`config.mk`:
```
export PLATFORM = sky130hd
export DESIGN_NAME = ldpc_cb_segmentation_params
export DESIGN_NICKNAME = d
export VERILOG_FILES = /design/src/rtl/core/ldcbs_pkg.sv /design/src/rtl/core/ldcbs_front.sv /design/src/rtl/core/ldcbs_lift.sv /design/src/rtl/core/ldcbs_div.sv /design/src/rtl/core/ldpc_cb_segmentation_params.sv
export SDC_FILE = /design/constraint.sdc
export NUM_CORES = 2
export LEC_CHECK = 0
export ABC_AREA = 0
export ABC_CLOCK_PERIOD_IN_PS = 17480
export BUFFER_PORTS_ARGS = -buffer_cell sky130_fd_sc_hd__buf_2
export CAP_MARGIN = 20
export CORE_ASPECT_RATIO = 0.6
export CORE_MARGIN = 8
export CORE_UTILIZATION = 45
export DETAILED_ROUTE_END_ITERATION = 6
export HOLD_SLACK_MARGIN = 0.08
export PLACE_DENSITY = 0.68
export SLEW_MARGIN = 20
export SYNTH_ARGS = -nofsm -noshare
export SYNTH_HDL_FRONTEND = slang
export SYNTH_SLANG_ARGS = --single-unit
```
`constraint.sdc`:
```
create_clock -name clk -period 17.48 [get_ports clk]
set_input_delay 0.874 -clock clk [delete_from_list [all_inputs] [get_ports clk]]
set_output_delay 0.874 -clock clk [all_outputs]
set_load 0.05 [all_outputs]
```
`src/rtl/core/ldcbs_pkg.sv`:
```
package ldcbs_pkg;

  localparam int unsigned LiftCount = 51;

  localparam logic [13:0] MaxSeg1 = 14'd8448;
  localparam logic [13:0] MaxSeg2 = 14'd3840;
  localparam logic [13:0] SegDiv1 = 14'd8424;
  localparam logic [13:0] SegDiv2 = 14'd3816;
  localparam logic [21:0] Recip1  = 22'((64'd1 << 32) / 64'd8424);
  localparam logic [21:0] Recip2  = 22'((64'd1 << 32) / 64'd3816);

  localparam logic [20:0] SmallTb   = 21'd292;
  localparam logic [20:0] CrcTb     = 21'd3824;
  localparam logic [10:0] RateLow   = 11'd256;
  localparam logic [10:0] RateMid   = 11'd686;
  localparam logic [4:0]  CrcShort  = 5'd16;
  localparam logic [4:0]  CrcLong   = 5'd24;
  localparam logic [1:0]  Graph1    = 2'd1;
  localparam logic [1:0]  Graph2    = 2'd2;
  localparam int unsigned QuoBits   = 14;

  localparam logic [8:0] LIFT_TAB [LiftCount] = '{
    9'd2,   9'd3,   9'd4,   9'd5,   9'd6,   9'd7,   9'd8,   9'd9,   9'd10,  9'd11,
    9'd12,  9'd13,  9'd14,  9'd15,  9'd16,  9'd18,  9'd20,  9'd22,  9'd24,  9'd26,
    9'd28,  9'd30,  9'd32,  9'd36,  9'd40,  9'd44,  9'd48,  9'd52,  9'd56,  9'd60,
    9'd64,  9'd72,  9'd80,  9'd88,  9'd96,  9'd104, 9'd112, 9'd120, 9'd128, 9'd144,
    9'd160, 9'd176, 9'd192, 9'd208, 9'd224, 9'd240, 9'd256, 9'd288, 9'd320, 9'd352,
    9'd384
  };

  typedef struct packed {
    logic                 valid;
    logic [1:0]           graph;
    logic [4:0]           tbcrc;
    logic [21:0]          b;
    logic [21:0]          x;
    logic [11:0]          qe;
    logic [9:0]           c;
    logic [21:0]          bout;
    logic [12:0]          total;
    logic [22:0]          n;
    logic [LiftCount-1:0] ge;
    logic [8:0]           zc;
    logic                 nofit;
    logic [22:0]          rem;
    logic [QuoBits-1:0]   quo;
  } item_t;

endpackage

```
`src/rtl/core/ldcbs_front.sv`:
```
module ldcbs_front (
  input  logic                 clk,
  input  logic                 rst_n,
  input  logic                 req,
  input  logic [20:0]          tb_bits,
  input  logic [10:0]          rate_q10,
  output ldcbs_pkg::item_t     item_o
);

  ldcbs_pkg::item_t s1_r, s1_nxt, s2_r, s2_nxt, s3_r, s3_nxt, s4_r, s4_nxt;

  logic [43:0] prod;
  logic [13:0] dsel;
  logic [26:0] back;
  logic [3:0]  kb;

  // graph, tb crc, B
  always_comb begin
    s1_nxt = '0;
    s1_nxt.valid = req;
    s1_nxt.graph = (tb_bits <= ldcbs_pkg::SmallTb || rate_q10 <= ldcbs_pkg::RateLow ||
                    (tb_bits <= ldcbs_pkg::CrcTb && rate_q10 <= ldcbs_pkg::RateMid)) ?
                   ldcbs_pkg::Graph2 : ldcbs_pkg::Graph1;
    s1_nxt.tbcrc = (tb_bits <= ldcbs_pkg::CrcTb) ? ldcbs_pkg::CrcShort : ldcbs_pkg::CrcLong;
    s1_nxt.b     = 22'(tb_bits) + 22'(s1_nxt.tbcrc);
  end

  // block count estimate by reciprocal
  always_comb begin
    s2_nxt = s1_r;
    s2_nxt.x = s1_r.b + ((s1_r.graph == ldcbs_pkg::Graph1) ?
               22'(ldcbs_pkg::SegDiv1 - 14'd1) : 22'(ldcbs_pkg::SegDiv2 - 14'd1));
    prod = 44'(s2_nxt.x) * 44'((s1_r.graph == ldcbs_pkg::Graph1) ?
           ldcbs_pkg::Recip1 : ldcbs_pkg::Recip2);
    s2_nxt.qe = prod[43:32];
  end

  // correct estimate
  always_comb begin
    s3_nxt = s2_r;
    dsel = (s2_r.graph == ldcbs_pkg::Graph1) ? ldcbs_pkg::SegDiv1 : ldcbs_pkg::SegDiv2;
    back = 27'(s2_r.qe) * 27'(dsel) + 27'(dsel);
    if (s2_r.b <= 22'((s2_r.graph == ldcbs_pkg::Graph1) ?
                      ldcbs_pkg::MaxSeg1 : ldcbs_pkg::MaxSeg2)) begin
      s3_nxt.c = 10'd1;
    end else if (27'(s2_r.x) >= back) begin
      s3_nxt.c = 10'(s2_r.qe + 12'd1);
    end else begin
      s3_nxt.c = 10'(s2_r.qe);
    end
  end

  // Kb, totals, divider numerator
  always_comb begin
    s4_nxt = s3_r;
    if (s3_r.graph == ldcbs_pkg::Graph1) kb = 4'd0;
    else if (s3_r.b > 22'd640) kb = 4'd10;
    else if (s3_r.b > 22'd560) kb = 4'd9;
    else if (s3_r.b > 22'd192) kb = 4'd8;
    else kb = 4'd6;
    s4_nxt.total = (s3_r.graph == ldcbs_pkg::Graph1) ? 13'(s3_r.c) * 13'd22 :
                   13'(s3_r.c) * 13'(kb);
    s4_nxt.bout  = s3_r.b + ((s3_r.c > 10'd1) ? 22'(s3_r.c) * 22'd24 : 22'd0);
    s4_nxt.n     = 23'(s3_r.b) + 23'(s3_r.c) - 23'd1;
  end

  always_ff @(posedge clk) begin
    if (!rst_n) begin
      s1_r.valid <= 1'b0;
      s2_r.valid <= 1'b0;
      s3_r.valid <= 1'b0;
      s4_r.valid <= 1'b0;
    end else begin
      s1_r <= s1_nxt;
      s2_r <= s2_nxt;
      s3_r <= s3_nxt;
      s4_r <= s4_nxt;
    end
  end

  assign item_o = s4_r;

endmodule

```
`src/rtl/core/ldcbs_lift.sv`:
```
module ldcbs_lift (
  input  logic             clk,
  input  logic             rst_n,
  input  ldcbs_pkg::item_t item_i,
  output ldcbs_pkg::item_t item_o
);

  ldcbs_pkg::item_t s5_r, s5_nxt, s6_r, s6_nxt;

  // product is monotonic in the table index, so flags form a thermometer
  always_comb begin
    s5_nxt = item_i;
    for (int i = 0; i < ldcbs_pkg::LiftCount; i++) begin
      s5_nxt.ge[i] = (23'(ldcbs_pkg::LIFT_TAB[i]) * 23'(item_i.total)) >= 23'(item_i.bout);
    end
  end

  always_comb begin
    s6_nxt = s5_r;
    s6_nxt.zc = '0;
    for (int i = 0; i < ldcbs_pkg::LiftCount; i++) begin
      if (s5_r.ge[i] && (i == 0 || !s5_r.ge[(i == 0) ? 0 : i - 1])) begin
        s6_nxt.zc = s6_nxt.zc | ldcbs_pkg::LIFT_TAB[i];
      end
    end
    s6_nxt.nofit = !s5_r.ge[ldcbs_pkg::LiftCount-1];
    s6_nxt.rem   = s5_r.n;
    s6_nxt.quo   = '0;
  end

  always_ff @(posedge clk) begin
    if (!rst_n) begin
      s5_r.valid <= 1'b0;
      s6_r.valid <= 1'b0;
    end else begin
      s5_r <= s5_nxt;
      s6_r <= s6_nxt;
    end
  end

  assign item_o = s6_r;

endmodule

```
`src/rtl/core/ldcbs_div.sv`:
```
module ldcbs_div (
  input  logic             clk,
  input  logic             rst_n,
  input  ldcbs_pkg::item_t item_i,
  output ldcbs_pkg::item_t item_o
);

  localparam int unsigned Steps = ldcbs_pkg::QuoBits;

  ldcbs_pkg::item_t stg_r [Steps];
  ldcbs_pkg::item_t stg_nxt [Steps];

  // restoring division, one quotient bit per stage, msb first
  for (genvar j = 0; j < Steps; j++) begin : g_step
    ldcbs_pkg::item_t prev;
    logic [23:0]      dsh;
    assign prev = (j == 0) ? item_i : stg_r[(j == 0) ? 0 : j - 1];
    assign dsh  = 24'(prev.c) << (Steps - 1 - j);
    always_comb begin
      stg_nxt[j] = prev;
      if (24'(prev.rem) >= dsh) begin
        stg_nxt[j].rem = prev.rem - 23'(dsh);
        stg_nxt[j].quo[Steps-1-j] = 1'b1;
      end
    end
    always_ff @(posedge clk) begin
      if (!rst_n) stg_r[j].valid <= 1'b0;
      else stg_r[j] <= stg_nxt[j];
    end
  end

  assign item_o = stg_r[Steps-1];

endmodule

```
`src/rtl/core/ldpc_cb_segmentation_params.sv`:
```
// LDPC code block segmentation parameters.
// Request: pulse start with in_tb_bits and in_code_rate_q10; it is taken at
// the clock edge where start is high and busy is low. busy is always low, so
// a new request can be given in every cycle.
// Result: after the stages below, out_valid is high for one cycle with all
// out_ fields; results come in request order, one per cycle at most.
// Throughput: one request per cycle. Latency is set by four front stages
// (graph/CRC, reciprocal multiply, block count correction, totals), two
// lifting-size search stages, a 14-stage one-bit-per-stage divider for the
// per-block size, and the output register.
// Reset: synchronous, active low; clears every stage valid bit, so no result
// appears from requests in flight. The receiver cannot stall; each result is
// shown for exactly one cycle.
// no_fit is set, with all other fields zero, if no lifting size fits.
module ldpc_cb_segmentation_params (
  input  logic        clk,
  input  logic        rst_n,
  input  logic        start,
  output logic        busy,
  input  logic [20:0] in_tb_bits,
  input  logic [10:0] in_code_rate_q10,
  output logic        out_valid,
  output logic [1:0]  out_graph_sel,
  output logic [4:0]  out_tb_crc_len,
  output logic [9:0]  out_block_count,
  output logic [8:0]  out_lift_size,
  output logic [13:0] out_block_len,
  output logic [14:0] out_codeword_len,
  output logic [4:0]  out_block_crc_len,
  output logic [13:0] out_info_bits,
  output logic [8:0]  out_pad_bits,
  output logic [13:0] out_filler_bits,
  output logic [13:0] out_last_info_bits,
  output logic        out_no_fit
);

  ldcbs_pkg::item_t front_q, lift_q, div_q;

  logic        valid_r, valid_nxt;
  logic [1:0]  graph_r, graph_nxt;
  logic [4:0]  tbcrc_r, tbcrc_nxt;
  logic [9:0]  cnt_r, cnt_nxt;
  logic [8:0]  zc_r, zc_nxt;
  logic [13:0] k_r, k_nxt;
  logic [14:0] cw_r, cw_nxt;
  logic [4:0]  bcrc_r, bcrc_nxt;
  logic [13:0] info_r, info_nxt;
  logic [8:0]  pad_r, pad_nxt;
  logic [13:0] fill_r, fill_nxt;
  logic [13:0] last_r, last_nxt;
  logic        nofit_r, nofit_nxt;

  logic [14:0] kp;
  logic [13:0] kk;
  logic [9:0]  padw;
  logic [15:0] need;

  assign busy = 1'b0;

  ldcbs_front u_front (
    .clk      (clk),
    .rst_n    (rst_n),
    .req      (start),
    .tb_bits  (in_tb_bits),
    .rate_q10 (in_code_rate_q10),
    .item_o   (front_q)
  );

  ldcbs_lift u_lift (
    .clk    (clk),
    .rst_n  (rst_n),
    .item_i (front_q),
    .item_o (lift_q)
  );

  ldcbs_div u_div (
    .clk    (clk),
    .rst_n  (rst_n),
    .item_i (lift_q),
    .item_o (div_q)
  );

  always_comb begin
    valid_nxt = div_q.valid;
    kk        = (div_q.graph == ldcbs_pkg::Graph1) ? 14'(div_q.zc) * 14'd22 :
                14'(div_q.zc) * 14'd10;
    bcrc_nxt  = (div_q.c > 10'd1) ? ldcbs_pkg::CrcLong : 5'd0;
    kp        = 15'(div_q.quo) + 15'(bcrc_nxt);
    // n = B + C - 1 = quo*C + rem, so pad = C - 1 - rem
    padw      = div_q.c - 10'd1 - 10'(div_q.rem);
    need      = 16'(div_q.tbcrc) + 16'(padw);
    graph_nxt = div_q.graph;
    tbcrc_nxt = div_q.tbcrc;
    cnt_nxt   = div_q.c;
    zc_nxt    = div_q.zc;
    k_nxt     = kk;
    cw_nxt    = (div_q.graph == ldcbs_pkg::Graph1) ? 15'(kk) * 15'd3 : 15'(kk) * 15'd5;
    info_nxt  = div_q.quo;
    pad_nxt   = padw[8:0];
    fill_nxt  = (15'(kk) >= kp) ? 14'(15'(kk) - kp) : 14'd0;
    last_nxt  = (16'(div_q.quo) >= need) ? 14'(16'(div_q.quo) - need) : 14'd0;
    nofit_nxt = div_q.nofit;
    if (div_q.nofit) begin
      graph_nxt = '0;
      tbcrc_nxt = '0;
      cnt_nxt   = '0;
      zc_nxt    = '0;
      k_nxt     = '0;
      cw_nxt    = '0;
      bcrc_nxt  = '0;
      info_nxt  = '0;
      pad_nxt   = '0;
      fill_nxt  = '0;
      last_nxt  = '0;
    end
  end

  always_ff @(posedge clk) begin
    if (!rst_n) begin
      valid_r <= 1'b0;
    end else begin
      valid_r <= valid_nxt;
    end
    graph_r <= graph_nxt;
    tbcrc_r <= tbcrc_nxt;
    cnt_r   <= cnt_nxt;
    zc_r    <= zc_nxt;
    k_r     <= k_nxt;
    cw_r    <= cw_nxt;
    bcrc_r  <= bcrc_nxt;
    info_r  <= info_nxt;
    pad_r   <= pad_nxt;
    fill_r  <= fill_nxt;
    last_r  <= last_nxt;
    nofit_r <= nofit_nxt;
  end

  assign out_valid          = valid_r;
  assign out_graph_sel      = graph_r;
  assign out_tb_crc_len     = tbcrc_r;
  assign out_block_count    = cnt_r;
  assign out_lift_size      = zc_r;
  assign out_block_len      = k_r;
  assign out_codeword_len   = cw_r;
  assign out_block_crc_len  = bcrc_r;
  assign out_info_bits      = info_r;
  assign out_pad_bits       = pad_r;
  assign out_filler_bits    = fill_r;
  assign out_last_info_bits = last_r;
  assign out_no_fit         = nofit_r;

endmodule

```
==> metrics.txt <==
run status finished, final reports clean; Final Skew slightly below 0.09 ns; Crit path top cell by count fa_1; ratio of cells with drive above 1 in the final layout 0.0580; hold_buf cts 0; final hold viol count 0; Setup CP Type register to register; Post-CTS Setup Inserts 0; core region area between 150000 and 200000 um2; syn_area_per_cell about 11 um2; CTS tree done; H-Tree Depth 3; average vias per placed instance ~5.6; NumNets Final about 10000; crit end category register; global-route usage over all layers 0.221; row cnt 126; fraction of registers with async set or reset after synthesis 0; Die Width 589 um; top post-synthesis cells by area edfxtp_1, ha_1, fa_1; GR Overflow Total 0; Syn Std Cell Area between 80000 and 90000 um2; placed insts between 10000 and 15000; RSZ-0062 raised after global routing false; vias roughly 62000; DR pass1 iterations 7; crit path max fanout 38; CTS Sinks between 1000 and 1500; Clk Latency, worst-skew pair 0.75 ns; I/O pins about 150; WL/cell ~21 um; die area about 210000 um2; Synth cell types 86; Synth area leader edfxtp_1; Setup crit start kind register; CTS max path bufs 3; Post-synth EDFFs roughly 1100; antenna viol nets, final 0; Tmin final about 10 ns; first-pass GRT wire length roughly 370000 um; Hold Crit Class register to register; TritonCTS Buffers about 110; root buffer cell clkbuf_16; Syn-to-layout area delta 9.52%; PostCTS Resize Cnt 0; Post-DP HPWL about 190000 um; Post-Syn Instances 8034; starting density of the core 0.452; register area share after synthesis 0.385; Max Slew Vio Count 0; vias in the first global route around 61000; crit-path max cell delay 0.60 ns; # Max-Cap Violations 0; CP max stage cell fa_1; Slew headroom 0.0854; Yosys warnings 0; largest net degree at the start of global routing between 150 and 200; DRC 0; ys flop type edfxtp_1; initial antenna violation count 6; Tcrit/Tclk final 0.586; Finish-stage setup viols 0; commonest cells after routing, fill and taps aside ha_1, inv_1, edfxtp_1; #FFs+latches synth approximately 1200; most common cell after layout, fill and taps aside ha_1; worst-margin pin slew 1.36 ns; Routed WL around 240000 um; post-route non-filler standard cell count between 10000 and 15000; GP Congestion 0.972; DRT iter0 DRCs roughly 5600; Critical Path RT between 15 and 20 ns; Clock transition at path regs ~0.080 ns; top cell type's share of synthesized area 0.358; Max Fclk between 0.09 and 0.1 GHz; Die Ht around 360 um; Port-buffer cells roughly 140; Worst EP arrival about 11 ns; Post-Place Worst Slack 7.31 ns; setup TNS 0 ns; final setup margin 7.24 ns
[worst max-delay path: cells and delay by family (launching register included)]
kind / cells / cell delay, ns
AO/OA/AOI/OAI: 11 / 3.14
buffers and inverters: 6 / 0.99
flip-flops: 1 / 0.39
XOR/XNOR: 2 / 0.60
AND/OR/NAND/NOR: 5 / 0.77
adder cells (fa/ha/maj): 9 / 4.09
[path summary, 6_finish.rpt]
path / from / slack [ns] / endpoint / cells past startpoint
worst max-delay path: u_front.s1_r[228] / 7.24 / u_front.s2_r[176] / 33
worst min-delay path: u_lift.s5_r[105] / 0.35 / u_lift.item_o[21] / 0
worst max register to register: u_front.s1_r[228] / 7.24 / u_front.s2_r[176] / 33
worst min register to register: u_lift.s5_r[105] / 0.35 / u_lift.item_o[21] / 0
[logic make-up after synthesis]
logic type | Yosys count | share of synthesized area
fa+ha+maj | 1918 | 0.308
simple gates | 1682 | 0.0940
compound gates | 1608 | 0.115
flops | 1178 | 0.385
buf+inv | 1174 | 0.0504
xor+xnor | 419 | 0.0416
mux | 53 | 0.00643
other cells | 2 | 0.0000847
[stage by stage]
stage / hold WS (ns) / utilization / cell area, um2
2_1_floorplan: 0.400 / - / 88900
3_3_place_gp: 0.400 / 0.475 / 93200
3_5_place_dp: 0.405 / 0.475 / 93200
4_1_cts: 0.297 / 0.494 / 97000
5_1_grt: 0.316 / 0.495 / 97100
6_report: 0.350 / 0.495 / 97100
[flip-flops by register name (all words and copies together) (netlist names), 2 cells and up]
register,flops
u_div.stg_r,750
u_lift.s5_r,88
u_front.item_o,72
u_front.s2_r,57
u_lift.item_o,47
u_front.s3_r,36
u_front.s1_r,26
out_filler_bits,14
out_info_bits,14
out_last_info_bits,14
out_codeword_len,13
out_block_len,12
out_block_count,10
out_lift_size,9
out_pad_bits,9
out_graph_sel,2
out_tb_crc_len,2
[synthesized netlist by cell type (all sizes together), types with 10 or more instances]
| cell | number |
|---|---|
| inv | 1097 |
| a31o | 11 |
| o2111ai | 19 |
| o22ai | 14 |
| edfxtp | 1056 |
| a211oi | 49 |
| nor2b | 150 |
| nand4b | 10 |
| a221oi | 14 |
| a31oi | 48 |
| ha | 1480 |
| or4 | 18 |
| mux2 | 32 |
| o31ai | 33 |
| mux2i | 21 |
| or2 | 13 |
| nand4 | 98 |
| a21boi | 57 |
| or3 | 30 |
| nor3b | 12 |
| a211o | 10 |
| xor2 | 139 |
| nor2 | 430 |
| buf | 26 |
| a21oi | 490 |
| nor4 | 75 |
| nor3 | 126 |
| nand2 | 382 |
| clkbuf | 51 |
| a2111oi | 25 |
| o21bai | 55 |
| o21ai | 343 |
| nand2b | 83 |
| a21o | 272 |
| xnor2 | 280 |
| and3 | 45 |
| o21a | 73 |
| dfxtp | 122 |
| and2 | 60 |
| nand3 | 122 |
| o211ai | 36 |
| fa | 438 |
| o41ai | 10 |
[layer usage]
layer,vias to the layer above,GRT usage,share of wire
met2,2232,0.303,0.39
li1,29200,-,-
met5,-,0,0.000055
met3,318,0.0564,0.097
met1,30100,0.345,0.49
met4,2,0.0447,0.020
[final cells by class]
cell class | instances | area [um2]
Antenna cell | 6 | 15.0
Clock buffer | 133 | 3000
Clock inverter | 71 | 867
Fill cell | 17400 | 99200
Inverter | 1097 | 4120
Multi-Input combinational cell | 5732 | 50300
Sequential cell | 1178 | 34200
Tap cell | 2624 | 3280
Timing Repair Buffer | 227 | 1420
Power is left out: the tool's default activity adds up to more than one toggle a clock period on the data nets, which glitch-free logic cannot reach.
